==> config.mk <==
export PLATFORM = sky130hd
export DESIGN_NAME = text_console_cursor_engine_top
export DESIGN_NICKNAME = d
export VERILOG_FILES = /design/src/hw/rtl/tcce_pkg.sv /design/src/hw/rtl/tcce_result_fifo.sv /design/src/hw/rtl/text_console_cursor_engine_top.sv
export SDC_FILE = /design/constraint.sdc
export NUM_CORES = 1
export LEC_CHECK = 0
export BUFFER_PORTS_ARGS = -buffer_cell sky130_fd_sc_hd__buf_2
export CORE_MARGIN = 1
export CORE_UTILIZATION = 37
export CTS_BUF_LIST = sky130_fd_sc_hd__clkbuf_8
export DETAILED_ROUTE_END_ITERATION = 8
export GPL_ROUTABILITY_DRIVEN = 0
export GPL_TIMING_DRIVEN = 1
export MAX_ROUTING_LAYER = met4
export SYNTH_ARGS = -nofsm -noshare
export SYNTH_HDL_FRONTEND = slang
export SYNTH_SLANG_ARGS = --single-unit
export TNS_END_PERCENT = 50
==> constraint.sdc <==
create_clock -name clk -period 5.3 [get_ports clk]
set_clock_uncertainty 0.1 [all_clocks]
set_input_delay 0.53 -clock clk [delete_from_list [all_inputs] [get_ports clk]]
set_output_delay 0.53 -clock clk [all_outputs]
set_load 0.01 [all_outputs]
==> src/hw/rtl/tcce_pkg.sv <==
package tcce_pkg;

	localparam int unsigned COLUMNS   = 80;
	localparam int unsigned ROWS      = 25;
	localparam int unsigned TAB_WIDTH = 8;

	localparam int unsigned ROW_W = 5;
	localparam int unsigned COL_W = 7;
	localparam int unsigned POS_W = 11;
	localparam int unsigned WORD_W = 16;

	localparam logic [WORD_W-1:0] FILL_WORD = 16'h0F20;

	localparam logic [7:0] CHAR_BS = 8'd8;
	localparam logic [7:0] CHAR_HT = 8'd9;
	localparam logic [7:0] CHAR_LF = 8'd10;
	localparam logic [7:0] CHAR_FF = 8'd12;
	localparam logic [7:0] CHAR_CR = 8'd13;
	localparam logic [7:0] CHAR_SPACE = 8'd32;

	localparam logic [1:0] CFG_FG    = 2'd0;
	localparam logic [1:0] CFG_BG    = 2'd1;
	localparam logic [1:0] CFG_BLINK = 2'd2;

	localparam int unsigned FIFO_DEPTH = 4;
	localparam int unsigned FIFO_AW = 2;
	localparam int unsigned FIFO_CW = 3;

	typedef enum logic [1:0] {
		KIND_CELL   = 2'd0,
		KIND_CLEAR  = 2'd1,
		KIND_CURSOR = 2'd2
	} kind_t;

	typedef struct packed {
		kind_t             kind;
		logic [POS_W-1:0]  cell_index;
		logic [WORD_W-1:0] cell_word;
		logic [POS_W-1:0]  cursor_position;
		logic              last;
	} result_t;

	typedef struct packed {
		logic [1:0] n;
		result_t    r0;
		result_t    r1;
	} push_t;

	typedef struct packed {
		logic               not_empty;
		logic               room2;
		logic [FIFO_CW-1:0] count;
	} fifo_status_t;

endpackage

==> src/hw/rtl/tcce_result_fifo.sv <==
module tcce_result_fifo
	import tcce_pkg::*;
(
	input  logic         clk,
	input  logic         arst_n,
	input  push_t        push,
	input  logic         pop,
	output result_t      head,
	output fifo_status_t status
);

	result_t mem_q [FIFO_DEPTH];
	logic [FIFO_AW-1:0] wp_q;
	logic [FIFO_AW-1:0] rp_q;
	logic [FIFO_CW-1:0] count_q;
	logic [FIFO_AW-1:0] wp_next;

	assign wp_next = wp_q + FIFO_AW'(1);

	always_ff @(posedge clk) begin
		if (push.n != 2'd0) begin
			mem_q[wp_q] <= push.r0;
		end
		if (push.n == 2'd2) begin
			mem_q[wp_next] <= push.r1;
		end
	end

	always_ff @(posedge clk or negedge arst_n) begin
		if (!arst_n) begin
			wp_q    <= '0;
			rp_q    <= '0;
			count_q <= '0;
		end else begin
			wp_q    <= wp_q + FIFO_AW'(push.n);
			rp_q    <= rp_q + FIFO_AW'(pop);
			count_q <= count_q + FIFO_CW'(push.n) - FIFO_CW'(pop);
		end
	end

	assign head             = mem_q[rp_q];
	assign status.not_empty = (count_q != '0);
	assign status.room2     = (count_q <= FIFO_CW'(FIFO_DEPTH - 2));
	assign status.count     = count_q;

endmodule

==> src/hw/rtl/text_console_cursor_engine_top.sv <==
// text console cursor engine
// s_* takes one character byte per request in s_tdata[7:0]. bytes above 127 give
// nothing, bytes 32 to 127 give one cell write, other bytes give one set-cursor
// request, form feed gives a clear request followed by the set-cursor request.
// m_* carries results: m_tuser is the kind (0 cell write, 1 clear, 2 set cursor),
// m_tdata holds cell_index [10:0], cell_word [26:11], cursor_position [37:27],
// m_tlast marks the final result of a character.
// cfg_* writes a register: index 0 fg_color, 1 bg_color, 2 blink_enable,
// value in cfg_data low bits; other indexes are ignored. cfg_ready is always high.
// a byte taken is held in the input register, and its results are queued when
// that register advances; the queue head is offered on m_*.
// throughput: one byte per cycle while two queue slots are free; a form feed uses
// two slots of the four-entry result queue, so output rate bounds the stream when
// form feeds come often. the input register advances only with two free slots;
// when the receiver stalls the queue fills and s_tready drops, nothing is lost.
// reset clears the cursor to the top-left, the colours to white on black with no
// blink, and empties the queue.
module text_console_cursor_engine_top
	import tcce_pkg::*;
(
	input  logic        clk,
	input  logic        arst_n,
	input  logic        s_tvalid,
	output logic        s_tready,
	input  logic [7:0]  s_tdata,   // char_byte
	output logic        m_tvalid,
	input  logic        m_tready,
	output logic [39:0] m_tdata,   // cell_index, cell_word, cursor_position, zero pad
	output logic        m_tlast,   // last_result
	output logic [1:0]  m_tuser,   // result_kind
	input  logic        cfg_valid,
	output logic        cfg_ready,
	input  logic [1:0]  cfg_index,
	input  logic [3:0]  cfg_data
);

	localparam logic [COL_W-1:0] LAST_COL = COL_W'(COLUMNS - 1);
	localparam logic [ROW_W-1:0] LAST_ROW = ROW_W'(ROWS - 1);
	localparam logic [COL_W:0]   TAB_STEP = (COL_W + 1)'(TAB_WIDTH);

	logic [3:0] fg_q;
	logic [2:0] bg_q;
	logic       blink_q;
	logic [ROW_W-1:0] row_q;
	logic [COL_W-1:0] col_q;
	logic [7:0] char_s1;
	logic       valid_s1;
	logic       advance;

	push_t        push;
	result_t      head;
	fifo_status_t status;

	logic [ROW_W-1:0] row_n;
	logic [COL_W-1:0] col_n;
	logic [POS_W-1:0] pos_cur;
	logic [POS_W-1:0] pos_new;
	logic [COL_W:0]   tab_col;
	logic [WORD_W-1:0] char_word;

	assign cfg_ready = 1'b1;
	assign advance   = valid_s1 && status.room2;
	assign s_tready  = !valid_s1 || status.room2;

	always_ff @(posedge clk or negedge arst_n) begin
		if (!arst_n) begin
			fg_q    <= 4'd15;
			bg_q    <= 3'd0;
			blink_q <= 1'b0;
		end else if (cfg_valid) begin
			unique case (cfg_index)
				CFG_FG:    fg_q    <= cfg_data;
				CFG_BG:    bg_q    <= cfg_data[2:0];
				CFG_BLINK: blink_q <= cfg_data[0];
				default: ;
			endcase
		end
	end

	always_ff @(posedge clk or negedge arst_n) begin
		if (!arst_n) begin
			valid_s1 <= 1'b0;
		end else if (s_tready) begin
			valid_s1 <= s_tvalid;
		end
	end

	always_ff @(posedge clk) begin
		if (s_tready && s_tvalid) begin
			char_s1 <= s_tdata;
		end
	end

	assign tab_col = (COL_W + 1)'(col_q) + TAB_STEP
		- (COL_W + 1)'(col_q % TAB_WIDTH);

	always_comb begin
		row_n = row_q;
		col_n = col_q;
		if (char_s1[7]) begin
			row_n = row_q;
		end else if (char_s1 >= CHAR_SPACE) begin
			if (col_q >= LAST_COL) begin
				col_n = '0;
				row_n = (row_q >= LAST_ROW) ? '0 : row_q + ROW_W'(1);
			end else begin
				col_n = col_q + COL_W'(1);
			end
		end else begin
			unique case (char_s1)
				CHAR_BS: if (col_q != '0) col_n = col_q - COL_W'(1);
				CHAR_HT: begin
					if (col_q < LAST_COL) begin
						col_n = (tab_col > (COL_W + 1)'(LAST_COL)) ? LAST_COL
							: tab_col[COL_W-1:0];
					end
				end
				CHAR_LF: if (row_q < LAST_ROW) row_n = row_q + ROW_W'(1);
				CHAR_FF: begin
					row_n = '0;
					col_n = '0;
				end
				CHAR_CR: col_n = '0;
				default: ;
			endcase
		end
	end

	assign pos_cur = POS_W'(row_q) * POS_W'(COLUMNS) + POS_W'(col_q);
	assign pos_new = POS_W'(row_n) * POS_W'(COLUMNS) + POS_W'(col_n);
	assign char_word = {blink_q, bg_q, fg_q, char_s1};

	always_comb begin
		push.n  = 2'd0;
		push.r0 = '{kind: KIND_CURSOR, cell_index: '0, cell_word: '0,
			cursor_position: pos_new, last: 1'b1};
		push.r1 = '{kind: KIND_CURSOR, cell_index: '0, cell_word: '0,
			cursor_position: pos_new, last: 1'b1};
		if (advance && !char_s1[7]) begin
			if (char_s1 >= CHAR_SPACE) begin
				push.n  = 2'd1;
				push.r0 = '{kind: KIND_CELL, cell_index: pos_cur, cell_word: char_word,
					cursor_position: '0, last: 1'b1};
			end else if (char_s1 == CHAR_FF) begin
				push.n  = 2'd2;
				push.r0 = '{kind: KIND_CLEAR, cell_index: '0, cell_word: FILL_WORD,
					cursor_position: '0, last: 1'b0};
			end else begin
				push.n = 2'd1;
			end
		end
	end

	always_ff @(posedge clk or negedge arst_n) begin
		if (!arst_n) begin
			row_q <= '0;
			col_q <= '0;
		end else if (advance) begin
			row_q <= row_n;
			col_q <= col_n;
		end
	end

	tcce_result_fifo u_fifo (
		.clk    (clk),
		.arst_n (arst_n),
		.push   (push),
		.pop    (m_tvalid && m_tready),
		.head   (head),
		.status (status)
	);

	assign m_tvalid = status.not_empty;
	assign m_tuser  = head.kind;
	assign m_tlast  = head.last;
	assign m_tdata  = {2'b00, head.cursor_position, head.cell_word, head.cell_index};

	a_cursor_range: assert property (@(posedge clk) disable iff (!arst_n)
		(row_q <= LAST_ROW) && (col_q <= LAST_COL))
		else $error("cursor outside screen");

	a_fifo_bound: assert property (@(posedge clk) disable iff (!arst_n)
		status.count <= FIFO_CW'(FIFO_DEPTH))
		else $error("result queue overflow");

	a_ff_result: assert property (@(posedge clk) disable iff (!arst_n)
		(advance && char_s1 == CHAR_FF) |=> m_tvalid)
		else $error("form feed gave no result");

	a_clear_not_last: assert property (@(posedge clk) disable iff (!arst_n)
		(m_tvalid && m_tuser == KIND_CLEAR) |-> !m_tlast)
		else $error("clear request marked last");

endmodule

==> results.json, run 1 <==
{
  "status": "completed",
  "maxCapViolCount": 0,
  "hp-class": "primary input to flop",
  "crit_type": "flop to flop",
  "ys_seq_area_share_pct": 47.69,
  "start_util_pct": 37.68,
  "drtPass1Iterations": 6,
  "post_drt_wl_per_cell_um": 19.77,
  "drt_iter0_markers": 729,
  "fill_cells": 2493,
  "hold_viol_final": 0,
  "wirelength_um": 25160,
  "cts_buffers": 17,
  "path_clk_slew_ns": 0.12,
  "cts_root_buf": "clkbuf_8",
  "leakagePower_nw": 4.298,
  "power_density_nw_per_um2": 553.2,
  "io_pins": 65,
  "rsz0062_at_grt": "no",
  "track_usage_pct": 19.93,
  "setup_ws_ns": 0.4795,
  "fin_nets": 989,
  "ir_drop_mv": 0.2050,
  "synth-edff-count": 52,
  "netlist_area_um2": 9791,
  "area_growth_pct": 11.22,
  "yosys_warnings": 0,
  "finalCritPeriodShare_pct": 90.95,
  "worst_pin_slew_ns": 0.8922,
  "dp_hpwl_um": 16950,
  "synth_top_area_share_pct": 24.54,
  "async_flop_share_pct": 14.00,
  "dieArea_um2": 27120,
  "drive_gt1_share_pct": 20.79,
  "setup_viol": 0,
  "antenna_cells": 0,
  "avgSynthCellArea_um2": 11.08,
  "cts_tree": "yes",
  "synth_area_leaders": "dfxtp_1 (25%), edfxtp_1 (16%), mux4_2 (9.4%)",
  "core_area_um2": 25980,
  "yosysTopAreaCell": "dfxtp_1",
  "clk_path_buf_depth": 2,
  "clkLatencyLatePin_ns": 0.48,
  "grt_antenna_before_repair": 0,
  "slew_headroom_pct": 39.58,
  "min_period_ns": 4.821,
  "grt_pass1_vias": 7229,
  "crit_fanout": 12,
  "synth_flop_cell": "dfxtp_1",
  "vias_per_cell": 5.713,
  "ys_ff_latch": 200,
  "ys_types": 72,
  "grt_max_degree": 30,
  "die_h_um": 164.7,
  "vias": 7273,
  "finalMaxSlewViolations": 0,
  "cts.htree.levels": 4,
  "drc": 0,
  "p_total_w": 0.006024,
  "die_w_um": 164.7,
  "grt_pass1_wl_um": 40070,
  "final_cell_mix": "dfxtp_1 (120), nor2_1 (72), nand2_1 (62), a22o_1 (62), buf_2 (61)",
  "r2r_slack_ns": 0.48,
  "row_count": 59,
  "postSynthCellCount": 884,
  "antenna_left": 0,
  "end_kind": "flop",
  "fin_setup_tns_ns": 0,
  "clock-sinks": 200,
  "port-buffer-count": 61,
  "post-place-ws_ns": 0.4419,
  "crit_arrival_ns": 4.93,
  "final_common_cell": "dfxtp_1",
  "post-cts-setup-buffer-count": 0,
  "grt-ovfl-total": 0,
  "worstPathRequired_ns": 5.41,
  "max_freq_mhz": 207.4,
  "startpoint_type": "flop"
}
## area by class of cell
cell class                 count  area [µm²]  area share [%]
clock buffer                  17       234.0           2.149
clock inverter                15       201.4           1.850
inverter                      31       116.4           1.069
multi-input combinational    590        4758           43.70
sequential                   200        4672           42.90
tap                          335       419.2           3.849
timing repair buffer          85       488.0           4.481
## worst max-delay path, stage by stage, from the launching register on
cell and delay [ns]:
dfrtp_1 0.55, ha_1 0.28, a21oi_1 0.34, o21ai_0 0.23, o21ai_0 0.37, a21oi_1 0.07, o21bai_1 0.21, a211oi_1 0.34
ha_1 0.30, ha_1 0.21, inv_1 0.07, fa_1 0.41, nand2b_1 0.17, o21bai_1 0.20, o32ai_1 0.28, nor3b_2 0.34
nor3b_1 0.09
## final timing paths
kind	start	end	depth (start not counted)
worst max-delay path	col_q[6]$_DFFE_PN0P_	u_fifo.mem_q[2][11]$_DFFE_PP_	16
worst min-delay path	s_tdata[1]	char_s1[1]$_DFFE_PP_	1
worst max register to register	col_q[6]$_DFFE_PN0P_	u_fifo.mem_q[2][11]$_DFFE_PP_	16
worst min register to register	u_fifo.mem_q[2][40]$_SDFFE_PP1P_	u_fifo.mem_q[2][40]$_SDFFE_PP1P_	2
max in group asynchronous	arst_n	row_q[3]$_DFFE_PN0P_	2
min in group asynchronous	arst_n	u_fifo.rp_q[0]$_DFF_PN0_	2
## layer usage
layer	up-vias	track usage (%)	wire [µm]
li1	3380	-	-
met1	3608	26.83	11480
met2	257	30.67	11950
met3	28	3.340	1374
met4	0	6.130	359
met5	-	-	0
## cells by family (layout without fill, tap and decap cells)
group,count (synthesis),after routing,share of synthesized area [%]
AOI/OAI and AO/OA,232,232,17.30
and+or+nand+nor,229,229,11.32
DFF,200,200,47.69
buffers and inverters,95,148,3.923
muxes,57,57,11.26
adders and majority gates,45,45,6.134
xor gates and xnor gates,24,24,2.288
other,2,3,0.07671
## synth_stat cells (all sizes together) (7+ instances only)
master	number
dfxtp	120
nor2	75
a22o	62
nand2	62
edfxtp	52
clkbuf	48
mux4	41
o21ai	41
ha	40
a21oi	38
inv	31
o2bb2ai	26
dfrtp	24
nand3	18
buf	16
mux2	15
xnor2	15
nor3	12
nor3b	8
xor2	8
a211oi	7
a21o	7
a31oi	7
and3	7
nand2b	7
or2	7
## flip-flops by register name, summed over array words and instances, names as in the netlist
register        flops
valid_s1            1
blink_q             1
u_fifo.wp_q         2
u_fifo.count_q      3
row_q               5
u_fifo.rp_q         2
fg_q                4
char_s1             8
bg_q                3
col_q               7
u_fifo.mem_q      164
## where the power goes
| group | switching, W | internal (W) |
|---|---|---|
| registers | 0.000467 | 0.00204 |
| logic | 0.00131 | 0.00116 |
| clock network | 0.000665 | 0.000384 |
## repair_timing
item	in CTS	in global routing
gates resized for setup	0	1
hold buffers	1	0
setup endpoints to repair	0	4
endpoints found under the hold margin	14	0
## stage by stage
stage               cell area [µm²]  instances  hold slack (ns)  utilization, %
detailed placement            10440       1240           0.3342           40.17
finish                        10890       1273           0.1213           41.91
global route                  10890       1273          0.08859           41.91
floorplan                      9794        885           0.1344               -
CTS                           10880       1273          0.09051           41.89
global placement              10440       1240           0.3283           40.17
Power figures use the tool's default switching activity.
==> run 2: changes to the inputs <==
--- a/config.mk
+++ b/config.mk
@@ -13,6 +13,7 @@
 export GPL_ROUTABILITY_DRIVEN = 0
 export GPL_TIMING_DRIVEN = 1
 export MAX_ROUTING_LAYER = met4
+export REMOVE_ABC_BUFFERS = 1
 export SYNTH_ARGS = -nofsm -noshare
 export SYNTH_HDL_FRONTEND = slang
 export SYNTH_SLANG_ARGS = --single-unit
==> run 2 against run 1 <==
Compared with the run above:
- final cell count up 0.31%
- largest power group is now combinational cells
- via count down 0.63%
- first-iteration DRC count is 15% lower
- non-clock buffer count up 4
- maximum frequency fell by 0.93%
- critical endpoint unchanged
- critical path depth rose by 1
==> results.json, run 2 (same netlist as run 1, synthesis figures left out) <==
{
  "status": "completed",
  "drtPass1Iterations": 5,
  "cpPeakStageDelay_ns": 0.54,
  "placed_area_um2": 10480,
  "grt_max_degree": 30,
  "finalCritPeriodShare_pct": 91.81,
  "wirelength_um": 25570,
  "maxCapViolCount": 0,
  "hp-class": "primary input to async pin",
  "drive_gt1_share_pct": 21.13,
  "final_common_cell": "dfxtp_1",
  "cts_tree": "yes",
  "grt-ovfl-total": 0,
  "path_clk_slew_ns": 0.11,
  "register_area_um2": 4672,
  "vias": 7227,
  "final_cell_mix": "dfxtp_1 (120), nor2_1 (72), nand2_1 (62), a22o_1 (62), buf_2 (61)",
  "finalInstanceArea_um2": 10870,
  "crit_fanout": 9,
  "leakagePower_nw": 4.301,
  "vias_per_cell": 5.659,
  "largest_register_ffs": 164,
  "clock-sinks": 200,
  "rsz0062_at_grt": "no",
  "crit_arrival_ns": 4.97,
  "fin_nets": 993,
  "grt_antenna_before_repair": 0,
  "core_area_um2": 25980,
  "dieArea_um2": 27120,
  "crit_type": "flop to flop",
  "worstPathRequired_ns": 5.41,
  "io_pins": 65,
  "ctsHoldBuffers": 0,
  "fin_setup_tns_ns": 0,
  "multiInputGateArea_um2": 4767,
  "track_usage_pct": 20.39,
  "worst_path_most_repeated_cell": "ha_1",
  "regMostFlops": "u_fifo.mem_q",
  "cts_buffers": 17,
  "hold_viol_final": 0,
  "end_kind": "flop",
  "clk_path_buf_depth": 2,
  "cp_slowest_cell": "dfrtp_1",
  "die_w_um": 164.7,
  "path_cells": "inv_1 > ha_1 > a21oi_2 > o21ai_0 > o21ai_0 > a21oi_1 > o21bai_1 > a211oi_1 > ha_1 > ha_1 > inv_1 > fa_1 > nand2b_1 > o21bai_1 > o32ai_1 > nor3b_2 > nor3b_1",
  "worst_pin_slew_ns": 0.9887,
  "dp_hpwl_um": 17500,
  "port-buffer-count": 61,
  "slew_headroom_pct": 34.09,
  "top_regs": "u_fifo.mem_q x164, char_s1 x8, col_q x7",
  "fill_cells": 2515,
  "power_density_nw_per_um2": 548.0,
  "start_util_pct": 37.68,
  "min_period_ns": 4.866,
  "grt_pass1_wl_um": 40600,
  "row_count": 59,
  "cts_root_buf": "clkbuf_8",
  "drt_iter0_markers": 623,
  "antenna_cells": 0,
  "stdcell_count": 1277,
  "antenna_left": 0,
  "area_growth_pct": 11.02,
  "dp_cells": 1245,
  "grt_pass1_vias": 7156,
  "finalMaxSlewViolations": 0,
  "cts.htree.levels": 4,
  "max_freq_mhz": 205.5,
  "clkLatencyLatePin_ns": 0.47,
  "drc": 0,
  "ir_drop_mv": 0.2321,
  "die_h_um": 164.7,
  "post_drt_wl_per_cell_um": 20.02,
  "setup_viol": 0,
  "startpoint_type": "flop"
}
-- run 2: cell type report --
class	instances	area share, %
sequential	200	42.98
multi-input combinational	590	43.86
clock buffer	18	2.279
inverter	31	1.071
timing repair buffer	89	4.743
clock inverter	14	1.209
tap	335	3.856
-- run 2: power breakdown --
part           internal [W]  total [W]  switching [W]
Combinational       0.00118    0.00253        0.00135
Sequential          0.00204    0.00249       0.000447
Clock              0.000357   0.000938       0.000581
-- run 2: timing repair --
| action | in CTS | in global routing |
|---|---|---|
| buffers inserted | 0 | 0 |
| endpoints found under the setup margin | 0 | 4 |
| gates resized for setup | 0 | 2 |
-- run 2: worst paths after layout --
| kind | startpoint | slack [ns] | to | cells after the start |
|---|---|---|---|---|
| min in group clk | s_tdata[0] | 0.12 | char_s1[0]$_DFFE_PP_ | 1 |
| max | col_q[5]$_DFFE_PN0P_ | 0.43 | u_fifo.mem_q[2][11]$_DFFE_PP_ | 17 |
| min reg2reg | u_fifo.mem_q[2][40]$_SDFFE_PP1P_ | 0.35 | u_fifo.mem_q[2][40]$_SDFFE_PP1P_ | 2 |
| max reg2reg | col_q[5]$_DFFE_PN0P_ | 0.43 | u_fifo.mem_q[2][11]$_DFFE_PP_ | 17 |
| min | arst_n | 0.003 | u_fifo.rp_q[0]$_DFF_PN0_ | 1 |
| max in group asynchronous | arst_n | 4.59 | u_fifo.rp_q[1]$_DFF_PN0_ | 1 |
-- run 2: metrics by stage --
step / setup WS (ns) / power (W) / utilization (%) / hold slack, ns
after floorplan: 0.5582 / 0.004118 / - / 0.1344
after global routing: 0.02487 / 0.006369 / 41.83 / 0.02715
after global placement: 0.4103 / 0.005032 / 40.34 / 0.3317
final: 0.4343 / 0.005956 / 41.83 / 0.003058
after detailed placement: 0.2312 / 0.005052 / 40.34 / 0.3338
after CTS: 0.2267 / 0.005994 / 41.80 / 0.01076
-- run 2: critical path: cells and delay by family (launching register included) --
| kind | cells | cell delay (ns) |
|---|---|---|
| flops | 1 | 0.54 |
| simple gates | 3 | 0.58 |
| fa+ha+maj | 4 | 1.21 |
| compound gates | 8 | 1.93 |
| buf+inv | 2 | 0.25 |
-- run 2: metal layers --
metal / GRT usage, % / up-vias / wire length, µm
li1: - / 3385 / -
met1: 27.17 / 3575 / 11740
met2: 31.17 / 230 / 11790
met3: 3.591 / 37 / 1414
met4: 7.131 / 0 / 626
met5: - / - / 0
